[src/rtl/bbp_pkg.sv]
// shared types and constants of the bicubic bezier patch point unit
package bbp_pkg;

   localparam int SLOT_W      = 4;
   localparam int SEG_W       = 7;
   localparam int STEP_W      = 7;
   localparam int NUM_W       = 23;
   localparam int T_W         = 17;
   localparam int SQ_W        = 2 * T_W;
   localparam int RAW_W       = 51;
   localparam int RECIP_SHIFT = 24;
   localparam int RECIP_W     = 25;
   localparam int QUEUE_DEPTH = 4;
   localparam int QPTR_W      = 2;
   localparam int AXES        = 2;
   localparam int AXIS_U      = 0;
   localparam int AXIS_V      = 1;

   localparam logic [SEG_W-1:0] SEGMENTS_RESET = 7'd20;
   localparam logic [T_W-1:0]   ONE_Q16        = 17'h10000;

   // item mode codes
   localparam logic MODE_LOAD = 1'b0;
   localparam logic MODE_EVAL = 1'b1;

   // classified item as it travels from front to back
   typedef struct packed {
      logic                is_eval;
      logic [SLOT_W-1:0]   slot;
      logic [NUM_W-1:0]    num_u;
      logic [NUM_W-1:0]    num_v;
      logic [SEG_W-1:0]    seg;
      logic                clamped;
   } bbp_item_type;

   localparam int ITEM_W = $bits(bbp_item_type);

endpackage

[src/rtl/bbp_queue.sv]
// short fifo between the front end and the evaluation pipeline
module bbp_queue #(
   parameter int WIDTH = 107
) (
   input  logic             clock,
   input  logic             reset,
   input  logic             push_valid,
   output logic             push_ready,
   input  logic [WIDTH-1:0] push_data,
   output logic             pop_valid,
   input  logic             pop_ready,
   output logic [WIDTH-1:0] pop_data
);
   import bbp_pkg::*;

   logic [WIDTH-1:0]  entry_ff [QUEUE_DEPTH];
   logic [QPTR_W-1:0] wr_ptr_ff, wr_ptr_in, rd_ptr_ff, rd_ptr_in;
   logic [QPTR_W:0]   count_ff, count_in;
   logic              push, pop;

   assign push_ready = (count_ff != (QPTR_W+1)'(QUEUE_DEPTH));
   assign pop_valid  = (count_ff != '0);
   assign push       = push_valid && push_ready;
   assign pop        = pop_valid && pop_ready;
   assign pop_data   = entry_ff[rd_ptr_ff];

   // pointer and fill bookkeeping
   always_comb begin
      wr_ptr_in = push ? wr_ptr_ff + 1'b1 : wr_ptr_ff;
      rd_ptr_in = pop  ? rd_ptr_ff + 1'b1 : rd_ptr_ff;
      count_in  = count_ff + (QPTR_W+1)'(push) - (QPTR_W+1)'(pop);
   end

   always_ff @(posedge clock) begin
      if (reset) begin
         wr_ptr_ff <= '0;
         rd_ptr_ff <= '0;
         count_ff  <= '0;
      end else begin
         wr_ptr_ff <= wr_ptr_in;
         rd_ptr_ff <= rd_ptr_in;
         count_ff  <= count_in;
      end
      if (push) begin
         entry_ff[wr_ptr_ff] <= push_data;
      end
   end

   a_count_range: assert property (@(posedge clock) disable iff (reset)
      count_ff <= (QPTR_W+1)'(QUEUE_DEPTH))
      else $error("queue fill count out of range");

   a_full_holds: assert property (@(posedge clock) disable iff (reset)
      !push_ready && !pop_ready |=> !push_ready)
      else $error("full queue drained without a pop");

endmodule

[config.mk]
export PLATFORM = sky130hd
export DESIGN_NAME = bbp_queue
export DESIGN_NICKNAME = d
export VERILOG_FILES = /design/src/rtl/bbp_pkg.sv /design/src/rtl/bbp_queue.sv
export SDC_FILE = /design/constraint.sdc
export NUM_CORES = 1
export LEC_CHECK = 0
export BUFFER_PORTS_ARGS = -buffer_cell sky130_fd_sc_hd__buf_2
export CAP_MARGIN = 25
export CORE_MARGIN = 2
export CORE_UTILIZATION = 48
export CTS_CLUSTER_DIAMETER = 120
export CTS_CLUSTER_SIZE = 28
export DETAILED_ROUTE_END_ITERATION = 16
export PLACE_DENSITY = 0.69
export RECOVER_POWER = 100
export SLEW_MARGIN = 20
export SYNTH_ARGS = -nofsm -noshare
export SYNTH_HDL_FRONTEND = slang
export SYNTH_SLANG_ARGS = --single-unit
[constraint.sdc]
create_clock -name clock -period 5.6 [get_ports clock]
set_clock_uncertainty 0.05 [all_clocks]
set_input_delay 0.84 -clock clock [delete_from_list [all_inputs] [get_ports clock]]
set_output_delay 0.84 -clock clock [all_outputs]
set_load 0.01 [all_outputs]
* Word level (Yosys, flattened, before mapping)
Memories as Yosys holds them, arrays and structs flattened. A register that Yosys moved wholly into a read port is not among the register bits. Index checks and enable logic that the tools add are counted. W data, S select, Z words.
Storage, ports and cells: bits of input ports 111, output and inout bits 109, word-level logic and storage cells 16, register bits 7, memory bits (writable) 428, memories 1
Memories:
- entry_ff | words 4, bits a word 107, rd ports 1, clocked after memory_dff 1, write ports 1, line bbp_queue.sv:16 | logic [WIDTH-1:0] entry_ff [QUEUE_DEPTH];
Cells by class: equal/unequal tests 1, reductions and logical operators 3, muxes and demuxes 4, $add $sub $neg 4
Operators with widths (number):
- $add A2 B1 Y2 const B | 2
- $mux W2 | 2
- $add A3 B1 Y3 | 1
- $ne A3 B3 Y1 const B | 1
- $reduce_bool A3 Y1 | 1
- $sub A3 B1 Y3 | 1
- $logic_and A1 B1 Y1 | 2
- $mux W1 | 2

* Logic depth before layout (Yosys ltp)
depth after elaboration 4, mapped depth 11, mapped depth without buffers 11

* Worst setup path after synthesis
No wires, ideal clock.
kind input -> register, from in push_valid, to mem entry_ff[0][0], enable pin, cell stages on the path 2, path slack 1.351 ns, data required time 5.072 ns, buffers on the path 0, arrival time 3.721 ns, library setup time 0.478 ns, cells stage by stage a21boi_1 and2_1
Between the ends: longest elaborated chain between the ends 3
RTL lines:
- from (decl) | line bbp_queue.sv:7 | input logic push_valid,
- $logic_and A1 B1 Y1 | line bbp_queue.sv:23 | assign push = push_valid && push_ready;
- $mux W1 | line bbp_queue.sv:44 | if (push) begin
- $mux W1 (not written as such) | line bbp_queue.sv:45 | entry_ff[wr_ptr_ff] <= push_data;
- to (decl) | line bbp_queue.sv:16
Every way passes these cells.

* Worst setup path after layout
from reg count_ff[1], to mem entry_ff[2][0], enable pin
Between the ends: longest elaborated chain between the ends 4
RTL lines:
- from (decl) | line bbp_queue.sv:18 | logic [QPTR_W:0] count_ff, count_in;
- from (signal assigned) | line bbp_queue.sv:42 | count_ff <= count_in;
- $ne A3 B3 Y1 | line bbp_queue.sv:21 | assign push_ready = (count_ff != (QPTR_W+1)'(QUEUE_DEPTH));
- $logic_and A1 B1 Y1 | line bbp_queue.sv:23
- $mux W1 | line bbp_queue.sv:44
- $mux W1 (not written as such) | line bbp_queue.sv:45
Every way passes these cells.

==> flow_summary_export.csv <==
group,metric,value,unit
hold_path,hold_class,"flip-flop to flip-flop",
clocking,numCtsBuffers,19,
power,ir_drop,279.9,µV
place,numPortBuffers,219,
worst_setup_path,path_class,"flip-flop to flip-flop",
worst_setup_path,path_buf_inv,1,
worst_setup_path,path_max_fanout,45,
worst_setup_path,cpPeakStageDelay,1400,ps
layout,area_delta_synth_final,12.08,%
sta,period_share,76.11,%
layout,nets,957,
global_route,grt_pass1_wl,41650,µm
synthesis,netlist_area,0.01589,mm²
global_route,grt_overflow,0,
run,max_cap_violations,5,
sta,setup_viol,0,
synthesis,yosysSeqAreaShare,82.04,%
layout,diodes,0,
clocking,cts-root-buf,"clkbuf_16",
clocking,cts_buffer_depth,3,
sta,hold_violations,0,
place,pre_cts_ws,2266,ps
route,drt_wl_total,28490,µm
floorplan,dieHeight,185.9,µm
worst_setup_path,crit_family,"simple AND/OR/NAND/NOR gates",
route,drt_iter0_drc,474,
global_route,grt_max_degree,68,
synthesis,syn_nets,726,
place,place.gp.congestion,0.7212,
floorplan,ios,220,
worst_setup_path,cp.required,5690,ps
synthesis,yosysWarnings,0,
synthesis,synth-edff-count,428,
synthesis,ys.flop_type,"edfxtp_1",
sta,finalSetupTns,0,ps
floorplan,coreArea,0.03254,mm²
global_route,grt_pass1_vias,6932,
route,routedWlPerCell,22.16,µm
clocking,postCtsHoldBufs,0,
synthesis,ys_seq_elements,437,
route,drcViolationCount,0,
sta,timing_worst_slew_pin_value,2157,ps
synthesis,async_flop_share,0,%
power,powerDensity,422.4,mW/mm²
route,drtAntennaViolNets,0,
floorplan,initial_core_util,48.82,%
clocking,cts_resized,0,
worst_setup_path,worstPathArrival,4350,ps
place,dpl.hpwl,17620,µm
clocking,h-tree-depth,1,
floorplan,rows,66,
layout,layout_common_cells,"edfxtp_1 (428), clkbuf_1 (222), mux4_2 (107)",
clocking,cts_tree,"yes",
worst_setup_path,path_cells,"nor2_1, a21boi_0, and2_0, clkbuf_2",
synthesis,synth_cells,608,
layout,final_common_cell,"edfxtp_1",
floorplan,die_w,185.9,µm
worst_setup_path,end_kind,"flip-flop",
sta,period_needed,4262,ps
status,outcome,"complete, but fails checks",
sta,fmax,0.2346,GHz
route,via_per_inst,5.390,
global_route,antenna_found_initial,2,
status,failed_checks,"max-capacitance violations, max-slew violations",
clocking,clk_latency,510,ps
layout,register_area,0.01304,mm²
floorplan,fp.dieArea,0.03457,mm²
sta,rsz0062_at_grt,"false",
worst_setup_path,startpoint_type,"flip-flop",
layout,multiInputGateArea,0.002673,mm²
route,num_vias,6932,
synthesis,syn_area_per_cell,26.13,µm²
sta,worst_slack,1338,ps
synthesis,yosysUniqueCellTypes,24,
layout,nFillCells,2575,
worst_setup_path,slowest_stage,"and2_0",
power,leakagePower,5.308,nW
global_route,grtUsageTotal,16.17,%
clocking,clk_pin_slew,100,ps
layout,layout-drive-gt1-share,17.65,%
route,first_pass_iters,5,
clocking,post_cts_buffers,0,
sta,slew_violations,143,
power,p_total,7.521,mW
sta,maxSlewHeadroom,-43.89,%
clocking,cts_sinks,437,
==> metal layers <==
layer  vias up  GRT usage, %  wire (µm)
li1       3044             -          -
met1      3644         22.70      11800
met3        33         4.481       2458
met4         2         3.339        446
met2       209         25.77      13780
met5         -             0         13
==> area by class of cell <==
class / instances / area share (%)
Clock buffer: 25 / 2.797
Timing Repair Buffer: 235 / 5.664
Clock inverter: 1 / 0.09136
Sequential cell: 437 / 73.23
Inverter: 5 / 0.1054
Multi-Input combinational cell: 141 / 15.01
Tap cell: 442 / 3.106
==> cell families (layout without fill, tap and decap cells) <==
group	after synthesis	count (layout)	share of synthesized area, %
flip-flops	437	437	82.04
multiplexers	109	109	15.30
buffers and inverters	30	266	1.134
AND/OR/NAND/NOR	19	19	0.5986
adder cells (fa/ha/maj)	7	7	0.5986
AO/OA/AOI/OAI	3	3	0.1576
XOR/XNOR	3	3	0.1654
==> registers in the layout (all words and copies together), names as in the netlist, named ones only <==
register   flops
entry_ff     428
count_ff       3
rd_ptr_ff      2
wr_ptr_ff      2
==> report_power, final <==
part | leakage [nW] | switching (mW) | internal, mW
Clock | 0.248 | 0.901 | 0.636
Combinational | 1.07 | 0.967 | 0.814
Sequential | 3.99 | 0.200 | 4.00
==> metrics by stage <==
step,cell area [µm²],utilization (%),hold WS [ps],cells
4_1_cts,18030,55.43,444.0,1283
3_3_place_gp,17490,53.76,466.9,1256
6_report,17800,54.72,483.6,1286
2_1_floorplan,15890,-,432.0,608
5_1_grt,17800,54.72,507.8,1286
3_5_place_dp,17520,53.85,475.0,1257
==> synth_stat cells, types with 2 or more instances <==
| library cell | instances | share of area [%] |
|---|---|---|
| nor2_1 | 8 | 0.19 |
| nand2b_1 | 2 | 0.079 |
| and2_1 | 5 | 0.20 |
| clkbuf_1 | 8 | 0.19 |
| inv_1 | 5 | 0.12 |
| edfxtp_1 | 428 | 81 |
| xor2_1 | 2 | 0.11 |
| dfxtp_1 | 9 | 1.1 |
| buf_2 | 12 | 0.38 |
| ha_1 | 6 | 0.47 |
| buf_8 | 4 | 0.38 |
| mux4_2 | 107 | 15 |
==> worst register-to-register path: cells and delay by family (launching register included) <==
family / cells / cell delay (ps)
flip-flops: 1 / 470
buffers and inverters: 1 / 1170
AND/OR/NAND/NOR: 2 / 1500
AO/OA/AOI/OAI: 1 / 660
==> path summary, 6_finish.rpt <==
path	from	slack [ps]	endpoint	cells past startpoint
worst max register to register	count_ff[1]$_SDFF_PP0_	1340	entry_ff[2][0]$_DFFE_PP_	4
worst min-delay path	wr_ptr_ff[1]$_SDFFE_PP0P_	480	wr_ptr_ff[1]$_SDFFE_PP0P_	2
worst max-delay path	count_ff[1]$_SDFF_PP0_	1340	entry_ff[2][0]$_DFFE_PP_	4
worst min register to register	wr_ptr_ff[1]$_SDFFE_PP0P_	480	wr_ptr_ff[1]$_SDFFE_PP0P_	2
Note: power is estimated with default switching activity, not from simulation.
