File: config.mk
export PLATFORM = sky130hd
export DESIGN_NAME = bbp_front
export DESIGN_NICKNAME = d
export VERILOG_FILES = /design/src/rtl/bbp_pkg.sv /design/src/rtl/bbp_front.sv
export SDC_FILE = /design/constraint.sdc
export NUM_CORES = 1
export LEC_CHECK = 0
export ABC_CLOCK_PERIOD_IN_PS = 3500
export BUFFER_PORTS_ARGS = -buffer_cell sky130_fd_sc_hd__buf_2
export CAP_MARGIN = 20
export CORE_ASPECT_RATIO = 0.6
export CORE_MARGIN = 2
export CORE_UTILIZATION = 43
export DETAILED_ROUTE_END_ITERATION = 8
export MAX_ROUTING_LAYER = met4
export PLACE_DENSITY = 0.88
export SETUP_SLACK_MARGIN = 0.5
export SYNTH_ARGS = -nofsm -noshare
export SYNTH_HDL_FRONTEND = slang
export SYNTH_SLANG_ARGS = --single-unit
File: constraint.sdc
create_clock -name clock -period 3.5 [get_ports clock]
set_input_delay 0.525 -clock clock [delete_from_list [all_inputs] [get_ports clock]]
set_output_delay 0.525 -clock clock [all_outputs]
set_load 0.1 [all_outputs]
File: src/rtl/bbp_pkg.sv
// shared types and constants of the bicubic bezier patch point unit
package bbp_pkg;

   localparam int SLOT_W      = 4;
   localparam int SEG_W       = 7;
   localparam int STEP_W      = 7;
   localparam int NUM_W       = 23;
   localparam int T_W         = 17;
   localparam int SQ_W        = 2 * T_W;
   localparam int RAW_W       = 51;
   localparam int RECIP_SHIFT = 24;
   localparam int RECIP_W     = 25;
   localparam int QUEUE_DEPTH = 4;
   localparam int QPTR_W      = 2;
   localparam int AXES        = 2;
   localparam int AXIS_U      = 0;
   localparam int AXIS_V      = 1;

   localparam logic [SEG_W-1:0] SEGMENTS_RESET = 7'd20;
   localparam logic [T_W-1:0]   ONE_Q16        = 17'h10000;

   // item mode codes
   localparam logic MODE_LOAD = 1'b0;
   localparam logic MODE_EVAL = 1'b1;

   // classified item as it travels from front to back
   typedef struct packed {
      logic                is_eval;
      logic [SLOT_W-1:0]   slot;
      logic [NUM_W-1:0]    num_u;
      logic [NUM_W-1:0]    num_v;
      logic [SEG_W-1:0]    seg;
      logic                clamped;
   } bbp_item_type;

   localparam int ITEM_W = $bits(bbp_item_type);

endpackage

File: src/rtl/bbp_front.sv
// front end: accepts items, clamps the grid steps and forms the parameter numerators
module bbp_front #(
   parameter int MAX_SEGMENTS = 64,
   parameter int CW           = 16
) (
   input  logic                       clock,
   input  logic                       reset,
   input  logic                       in_valid,
   output logic                       in_ready,
   input  logic                       in_mode,
   input  logic [bbp_pkg::SLOT_W-1:0] in_slot,
   input  logic [3*CW-1:0]            in_coords,
   input  logic [bbp_pkg::STEP_W-1:0] in_u_step,
   input  logic [bbp_pkg::STEP_W-1:0] in_v_step,
   input  logic [bbp_pkg::SEG_W-1:0]  segments,
   output logic                       out_valid,
   input  logic                       out_ready,
   output bbp_pkg::bbp_item_type      out_item,
   output logic [3*CW-1:0]            out_coords
);
   import bbp_pkg::*;

   logic                 valid_ff, valid_in;
   bbp_item_type         item_ff, item_in;
   logic [3*CW-1:0]      coords_ff;
   logic [SEG_W-1:0]     seg_eff;
   logic [STEP_W-1:0]    u_sat, v_sat;
   logic                 take;

   assign in_ready = !valid_ff || out_ready;
   assign take     = in_valid && in_ready;

   // effective segment count
   always_comb begin
      if (segments == '0) begin
         seg_eff = SEG_W'(1);
      end else if (int'(segments) > MAX_SEGMENTS) begin
         seg_eff = SEG_W'(MAX_SEGMENTS);
      end else begin
         seg_eff = segments;
      end
   end

   // step saturation and numerator i*2^16 + seg/2
   always_comb begin
      u_sat = (in_u_step > seg_eff) ? seg_eff : in_u_step;
      v_sat = (in_v_step > seg_eff) ? seg_eff : in_v_step;
      item_in.is_eval = (in_mode == MODE_EVAL);
      item_in.slot    = in_slot;
      item_in.seg     = seg_eff;
      item_in.clamped = (in_u_step > seg_eff) || (in_v_step > seg_eff);
      item_in.num_u   = NUM_W'({u_sat, 16'b0}) + NUM_W'(seg_eff >> 1);
      item_in.num_v   = NUM_W'({v_sat, 16'b0}) + NUM_W'(seg_eff >> 1);
      valid_in = take || (valid_ff && !out_ready);
   end

   always_ff @(posedge clock) begin
      if (reset) begin
         valid_ff <= 1'b0;
      end else begin
         valid_ff <= valid_in;
      end
      if (take) begin
         item_ff   <= item_in;
         coords_ff <= in_coords;
      end
   end

   assign out_valid  = valid_ff;
   assign out_item   = item_ff;
   assign out_coords = coords_ff;

endmodule

Word-level counts from Yosys, hierarchy flattened
Index checks and enable logic that the tools add are counted.
{ "totals": {"regBits": 108, "input_bits": 78, "out_inout_bits": 109, "word_cells": 25} }
{ "op_classes": {"add_sub_neg": 2, "magnitude_cmp": 3, "mux": 4, "n_reduce_logical": 8} }
{ "ops": {"columns": ["operator", "n"], "rows": [
  ["$add A23 B6 Y23", 2],
  ["$mux W7", 4],
  ["$gt A7 B7 Y1", 2],
  ["$gt A7 B7 Y1 const B", 1],
  ["$logic_not A7 Y1", 1],
  ["$logic_or A1 B1 Y1", 3],
  ["$logic_and A1 B1 Y1", 2],
  ["$logic_not A1 Y1", 2]
]} }

Logic depth before layout (Yosys ltp)
Gate-level depths: netlist of run 1.
{ "logic_depth": {"ltp_word": 6, "mapped_depth": 8} }

Worst setup path after synthesis of run 1
Ideal clock, no wire load.
{ "synth_path": {"path_kind": "reg-to-reg", "start": "register valid_ff, in the netlist out_valid", "end": "register coords_ff[0], in the netlist out_coords[0] (enable)", "t_arrival_ns": 3.435, "path_slack_ns": -0.376, "stages_incl_launch_ff": 3, "path_buffers": 0, "period_less_slack_ns": 3.876, "path_cell_list": "dfxtp_1 nand2b_1 and2_1"} }
{ "synth_between": {"elab_chain_cells": 3} }
{ "synth_rtl": {"columns": ["element", "line_no", "source"], "rows": [
  ["start: declaration", "bbp_front.sv:23", "logic valid_ff, valid_in;"],
  ["start signal: assignment", "bbp_front.sv:61", "valid_ff <= valid_in;"],
  ["$logic_not A1 Y1", "bbp_front.sv:30", "assign in_ready = !valid_ff || out_ready;"],
  ["$logic_or A1 B1 Y1", "bbp_front.sv:30", null],
  ["net in_ready", "bbp_front.sv:9", "output logic in_ready,"],
  ["$logic_and A1 B1 Y1", "bbp_front.sv:31", "assign take = in_valid && in_ready;"],
  ["net take", "bbp_front.sv:28", "logic take;"],
  ["end signal: assignment", "bbp_front.sv:65", "coords_ff <= in_coords;"],
  ["end: declaration", "bbp_front.sv:25", "logic [3*CW-1:0] coords_ff;"]
]} }
The timed path passes the listed nets, and every way through them passes these cells.
A chain may end at the register's enable or synchronous reset.

==> impl_metrics.py, run 1 <==
metrics = {
    "logic_synthesis": {
        "synth-seq-area-share_pct": 72.1,
        "netlist_instances": 184,
        "yosysUniqueCellTypes": 25,
        "synthArstFlopShare_pct": 0,
        "synthFlopType": "edfxtp_1",
        "syn_area_per_cell_um2": 17.1,
        "synth_seq_cells": 76,
        "mappedNetlistArea_um2": 3150,
        "yosys_warnings": 0,
        "synth_edf_count": 75,
    },
    "layout": {
        "nNetsFinal": 438,
        "multiInputGateArea_um2": 672,
        "syn_to_final_growth_pct": 33.1,
        "fillers": 581,
        "n_antenna_cell": 0,
        "final-seq-area_um2": 2270,
        "final_cell_mix": "buf_2 (166), edfxtp_1 (75), conb_1 (20)",
        "final_util_pct": 58.4,
        "layout_commonest_cell": "buf_2",
        "drive_gt1_share_pct": 58.1,
    },
    "pwr": {
        "p_leak_nw": 1.89,
        "total_power_mw": 2.74,
        "powerDensity_nw_per_um2": 653,
        "intPower_mw": 1.68,
        "pwr-share-clk_pct": 30.2,
        "seqPwrFrac_pct": 39.9,
        "combPwrFrac_pct": 30.0,
        "power_switching_mw": 1.06,
        "p_sw_share_pct": 38.6,
        "ir_worst_vdd_v": 0.000271,
    },
    "setup_path": {
        "crit_type": "primary input to flip-flop",
        "end_kind": "flip-flop",
        "startpoint_type": "primary input",
        "worst-path-max-fanout": 10,
        "cp.arrival_ps": 2360,
        "crit_required_ps": 3570,
    },
    "sta": {
        "post-route-min-period_ps": 2280,
        "setup_tns_ps": 0,
        "slew_headroom_pct": 34.2,
        "fmax_mhz": 438,
        "setup_viol": 0,
        "tightest_slew_ps": 987,
        "fin_worst_skew_ps": 3.71,
        "grt_setup_unrepaired": "false",
        "min_period_over_period_pct": 65.2,
        "slew_viol_final": 0,
        "hold_viol_final": 0,
    },
    "grt": {
        "antenna_found_initial": 0,
        "grt_pass1_wl_um": 10000,
        "grt_max_degree": 76,
        "grt_pass1_vias": 1976,
        "track_usage_pct": 17.3,
        "grt_overflow": 0,
    },
    "detailed_routing": {
        "vias": 2012,
        "drt_iter0_markers": 248,
        "ant_nets": 0,
        "wirelength_um": 6750,
        "firstDrtPassIters": 4,
        "via_per_inst": 4.55,
        "drc_errors": 0,
        "wire_per_inst_um": 15.3,
    },
    "floorplan": {
        "die_w_um": 114,
        "dieHeight_um": 70.3,
        "core.rowCount": 24,
        "start_util_pct": 43.9,
        "core_area_um2": 7180,
        "die_area_um2": 8050,
        "io_pins": 187,
    },
    "placement": {
        "dp_hpwl_um": 5080,
        "gp_congestion": 0.775,
        "port_buffers": 166,
    },
    "worst_hold_path": {
        "hold_path_class": "primary input to flip-flop",
    },
    "clock_tree": {
        "post_cts_buffers": 0,
        "path_clk_slew_ps": 50,
        "cts_tree": "built",
        "htree_levels": 3,
        "cts-resized-gates": 0,
        "root_buffer": "clkbuf_16",
        "clk_latency_ps": 330,
        "cts_hold_buf": 0,
        "clock_path_buffers": 2,
        "numCtsBuffers": 9,
        "clock-sinks": 76,
    },
    "outcome": {
        "outcome": "finished, final reports clean",
    },
    "flow_run": {
        "drv_cap": 0,
    },
}
==> final timing paths <==
path	from	end	slack (ps)	cells past startpoint
setup / recovery	segments[6]	out_item[47]	1220	8
hold / removal	reset	out_valid	350	2
setup reg to reg	out_valid	out_coords[22]	1890	2
hold reg to reg	out_valid	out_valid	500	2
==> synth_stat cells (2+ instances only) <==
cell,number,area (um2)
a21oi_2,3,26.3
inv_1,9,33.8
nor2_1,5,18.8
nand2_1,3,11.3
nand3b_1,2,15.0
edfxtp_1,75,2250
clkbuf_1,2,7.51
ha_1,14,175
nor2b_1,5,31.3
mux2_2,8,90.1
mux2_4,6,90.1
buf_4,32,240
a21oi_1,7,35.0
nand3_1,2,10.0
==> layer usage <==
layer,global-route usage [%],wire [um]
met1,19.7,2620
met2,27.6,3360
met3,7.47,675
met4,5.42,92
met5,-,0
==> cells by family (layout without fill, tap and decap cells) <==
kind of cell	after synthesis	after routing	synth area share (%)
simple gates	22	22	3.89
mux	14	14	5.72
flops	76	76	72.1
fa+ha+maj	14	14	5.56
compound gates	14	14	3.62
other cells	1	20	0.119
buf+inv	43	191	8.94
==> power by group through the flow <==
| stage | Combinational [mW] | Clock, mW | Sequential, mW |
|---|---|---|---|
| after floorplan | 0.295 | 0 | 1.53 |
| after global placement | 0.814 | 0 | 1.11 |
| after detailed placement | 0.822 | 0 | 1.11 |
| after CTS | 0.824 | 0.844 | 1.09 |
| after global routing | 0.846 | 0.883 | 1.10 |
| final | 0.821 | 0.827 | 1.09 |
==> sequential cells by signal, summed over array words and instances, names as in the netlist <==
register	flops
out_coords	48
out_item	27
out_valid	1
==> area by class of cell <==
| cell class | instances | share of cell area (%) |
|---|---|---|
| repair buffers | 166 | 19.8 |
| clock buffers | 10 | 5.46 |
| multi-input cells | 84 | 16.0 |
| well taps | 91 | 2.72 |
| clock inverters | 6 | 0.955 |
| inverters | 9 | 0.806 |
| flip-flops and latches | 76 | 54.2 |
==> critical path, cell delays in order <==
cell and delay (ps):
buf_2 170, nor2b_1 300, inv_1 120, ha_1 330, nand4_2 150, a21oi_2 70, o22ai_4 350, mux2_4 330
==> metrics by stage <==
step | setup WS (ps) | hold slack [ps] | std cells | cell area, um2
2_1_floorplan | 757 | 594 | 203 | 3220
6_report | 1220 | 350 | 442 | 4190
5_1_grt | 1090 | 348 | 442 | 4190
3_3_place_gp | 949 | 484 | 426 | 3920
4_1_cts | 1230 | 336 | 442 | 4190
3_5_place_dp | 881 | 499 | 426 | 3920
No activity file was read; power rests on OpenSTA's default activity.
==> run 2: changes to the inputs <==
--- a/config.mk
+++ b/config.mk
@@ -5,7 +5,7 @@
 export SDC_FILE = /design/constraint.sdc
 export NUM_CORES = 1
 export LEC_CHECK = 0
-export ABC_CLOCK_PERIOD_IN_PS = 3500
+export ABC_CLOCK_PERIOD_IN_PS = 2400
 export BUFFER_PORTS_ARGS = -buffer_cell sky130_fd_sc_hd__buf_2
 export CAP_MARGIN = 20
 export CORE_ASPECT_RATIO = 0.6
==> constraint.sdc (replaced) <==
create_clock -name clock -period 2.4 [get_ports clock]
set_input_delay 0.36 -clock clock [delete_from_list [all_inputs] [get_ports clock]]
set_output_delay 0.36 -clock clock [all_outputs]
set_load 0.1 [all_outputs]
==> run 2 against run 1 <==
Against the previous run:
- die area unchanged
- non-clock buffer count up 9
- sequential share of layout area down 4.4 points
- clock skew about the same
- critical path type unchanged
- sequential power up 46%
- final cell count up 1.8%
- core utilization up 5.3 points
- combinational power up 57%
- worst setup slack worse by 650 ps
- register-to-register slack worse by 880 ps
- count of clock-buffer cells in the layout down 1
==> impl_metrics.py, run 2 (same netlist as run 1, synthesis figures left out) <==
metrics = {
    "setup_path": {
        "worst-path-max-fanout": 10,
        "cp_cell_sequence": "buf_6 > nor2b_4 > inv_2 > ha_4 > nand4_1 > nor2_1 > o21bai_4 > buf_12 > mux2_2",
        "end_kind": "flip-flop",
        "crit_type": "primary input to flip-flop",
        "startpoint_type": "primary input",
        "crit_required_ps": 2470,
        "cp.arrival_ps": 1910,
        "max_stage_delay_ps": 330,
        "reg2reg_setup_slack_ps": 1010,
        "cpMaxStageDelayCell": "mux2_2",
    },
    "grt": {
        "antenna_found_initial": 0,
        "track_usage_pct": 17.8,
        "grt_pass1_wl_um": 10200,
        "grt_max_degree": 39,
        "grt_overflow": 0,
        "grt_pass1_vias": 1937,
    },
    "sta": {
        "post-route-min-period_ps": 1840,
        "slew_viol_final": 0,
        "min_period_over_period_pct": 76.5,
        "setup_tns_ps": 0,
        "setup_viol": 0,
        "hold_viol_final": 0,
        "grt_setup_unrepaired": "false",
        "fin_worst_skew_ps": 3.96,
        "fmax_mhz": 545,
    },
    "detailed_routing": {
        "firstDrtPassIters": 4,
        "drt_iter0_markers": 113,
        "vias": 2006,
        "via_per_inst": 4.46,
        "drc_errors": 0,
        "wirelength_um": 7090,
        "ant_nets": 0,
        "wire_per_inst_um": 15.8,
    },
    "clock_tree": {
        "numCtsBuffers": 9,
        "clk_latency_ps": 320,
        "clock_path_buffers": 2,
        "cts_hold_buf": 0,
        "clock-sinks": 76,
        "htree_levels": 3,
        "path_clk_slew_ps": 60,
        "root_buffer": "clkbuf_16",
        "cts_tree": "built",
    },
    "placement": {
        "gp_congestion": 0.771,
        "dp_hpwl_um": 5500,
        "port_buffers": 166,
    },
    "floorplan": {
        "core_area_um2": 7180,
        "die_w_um": 114,
        "die_area_um2": 8050,
        "core.rowCount": 24,
        "start_util_pct": 43.9,
        "io_pins": 187,
        "dieHeight_um": 70.3,
    },
    "layout": {
        "layout_commonest_cell": "buf_2",
        "n_antenna_cell": 0,
        "drive_gt1_share_pct": 66.6,
        "final_util_pct": 63.7,
        "syn_to_final_growth_pct": 45.2,
        "largest_reg_flops": 48,
        "nNetsFinal": 447,
        "final_cell_mix": "buf_2 (165), edfxtp_1 (75), conb_1 (20)",
    },
    "worst_hold_path": {
        "hold_path_class": "primary input to flip-flop",
    },
    "pwr": {
        "p_leak_nw": 2.03,
        "pwr-share-clk_pct": 34.4,
        "intPower_mw": 2.83,
        "seqPwrFrac_pct": 36.3,
        "power_switching_mw": 1.56,
        "powerDensity_nw_per_um2": 960,
        "p_sw_share_pct": 35.6,
        "ir_worst_vdd_v": 0.000437,
        "combPwrFrac_pct": 29.4,
    },
    "flow_run": {
        "drv_cap": 0,
    },
    "outcome": {
        "outcome": "finished, final reports clean",
    },
}
==> run 2: cell types whose count changed in the layout (fill, tap and decap cells not counted), moves of 6 or more <==
cell / delta
a21oi_1: -6
buf_4: +6
ha_1: -7
ha_4: +7
==> run 2: cell type report <==
cell class	instances	area [um2]
fillers	559	2610
flip-flops and latches	76	2280
repair buffers	175	942
multi-input cells	84	868
clock buffers	9	225
well taps	91	114
clock inverters	6	113
inverters	9	33.8
==> run 2: worst max-delay path: cells and delay by family <==
| family | cells | cell delay, ps |
|---|---|---|
| AO/OA/AOI/OAI | 1 | 140 |
| adder cells (fa/ha/maj) | 1 | 280 |
| buffers and inverters | 3 | 370 |
| multiplexers | 1 | 330 |
| AND/OR/NAND/NOR | 3 | 420 |
==> run 2: per-stage QoR <==
step                setup slack (ps)  cell area [um2]  hold WS [ps]  total power, mW  cells
floorplan                        392             3410           419             2.71    203
global placement                 114             4120           486             2.85    428
detailed placement             -2.55             4120           507             2.87    428
CTS                              494             4510           183             4.39    446
global route                     511             4570           175             4.52    450
finish                           564             4570           190             4.39    450
==> run 2: final timing paths <==
check,start,endpoint,depth (start not counted)
worst min register to register,out_valid,out_valid,2
worst min-delay path,reset,out_valid,2
worst max register to register,out_valid,out_item[5],3
worst max-delay path,segments[6],out_item[28],9
==> run 2: power by group through the flow <==
stage / Combinational [mW] / Clock (mW) / Sequential, mW
2_1_floorplan: 0.471 / 0 / 2.24
3_3_place_gp: 1.23 / 0 / 1.62
3_5_place_dp: 1.25 / 0 / 1.62
4_1_cts: 1.27 / 1.53 / 1.59
5_1_grt: 1.33 / 1.59 / 1.60
6_report: 1.29 / 1.51 / 1.59
==> run 2: per-layer routing <==
layer | GRT usage (%) | vias up | wire [um]
met3 | 7.12 | 2 | 588
met5 | - | - | 0
li1 | - | 969 | -
met1 | 20.3 | 940 | 2810
met4 | 2.85 | 0 | 10
met2 | 30.4 | 95 | 3680
==> run 2: what timing repair did <==
item,4_1_cts,5_1_grt
gates resized for setup,4,4
gates cloned,0,0
buffers inserted,3,4
pin swaps,3,5
endpoints found under the setup margin,12,13
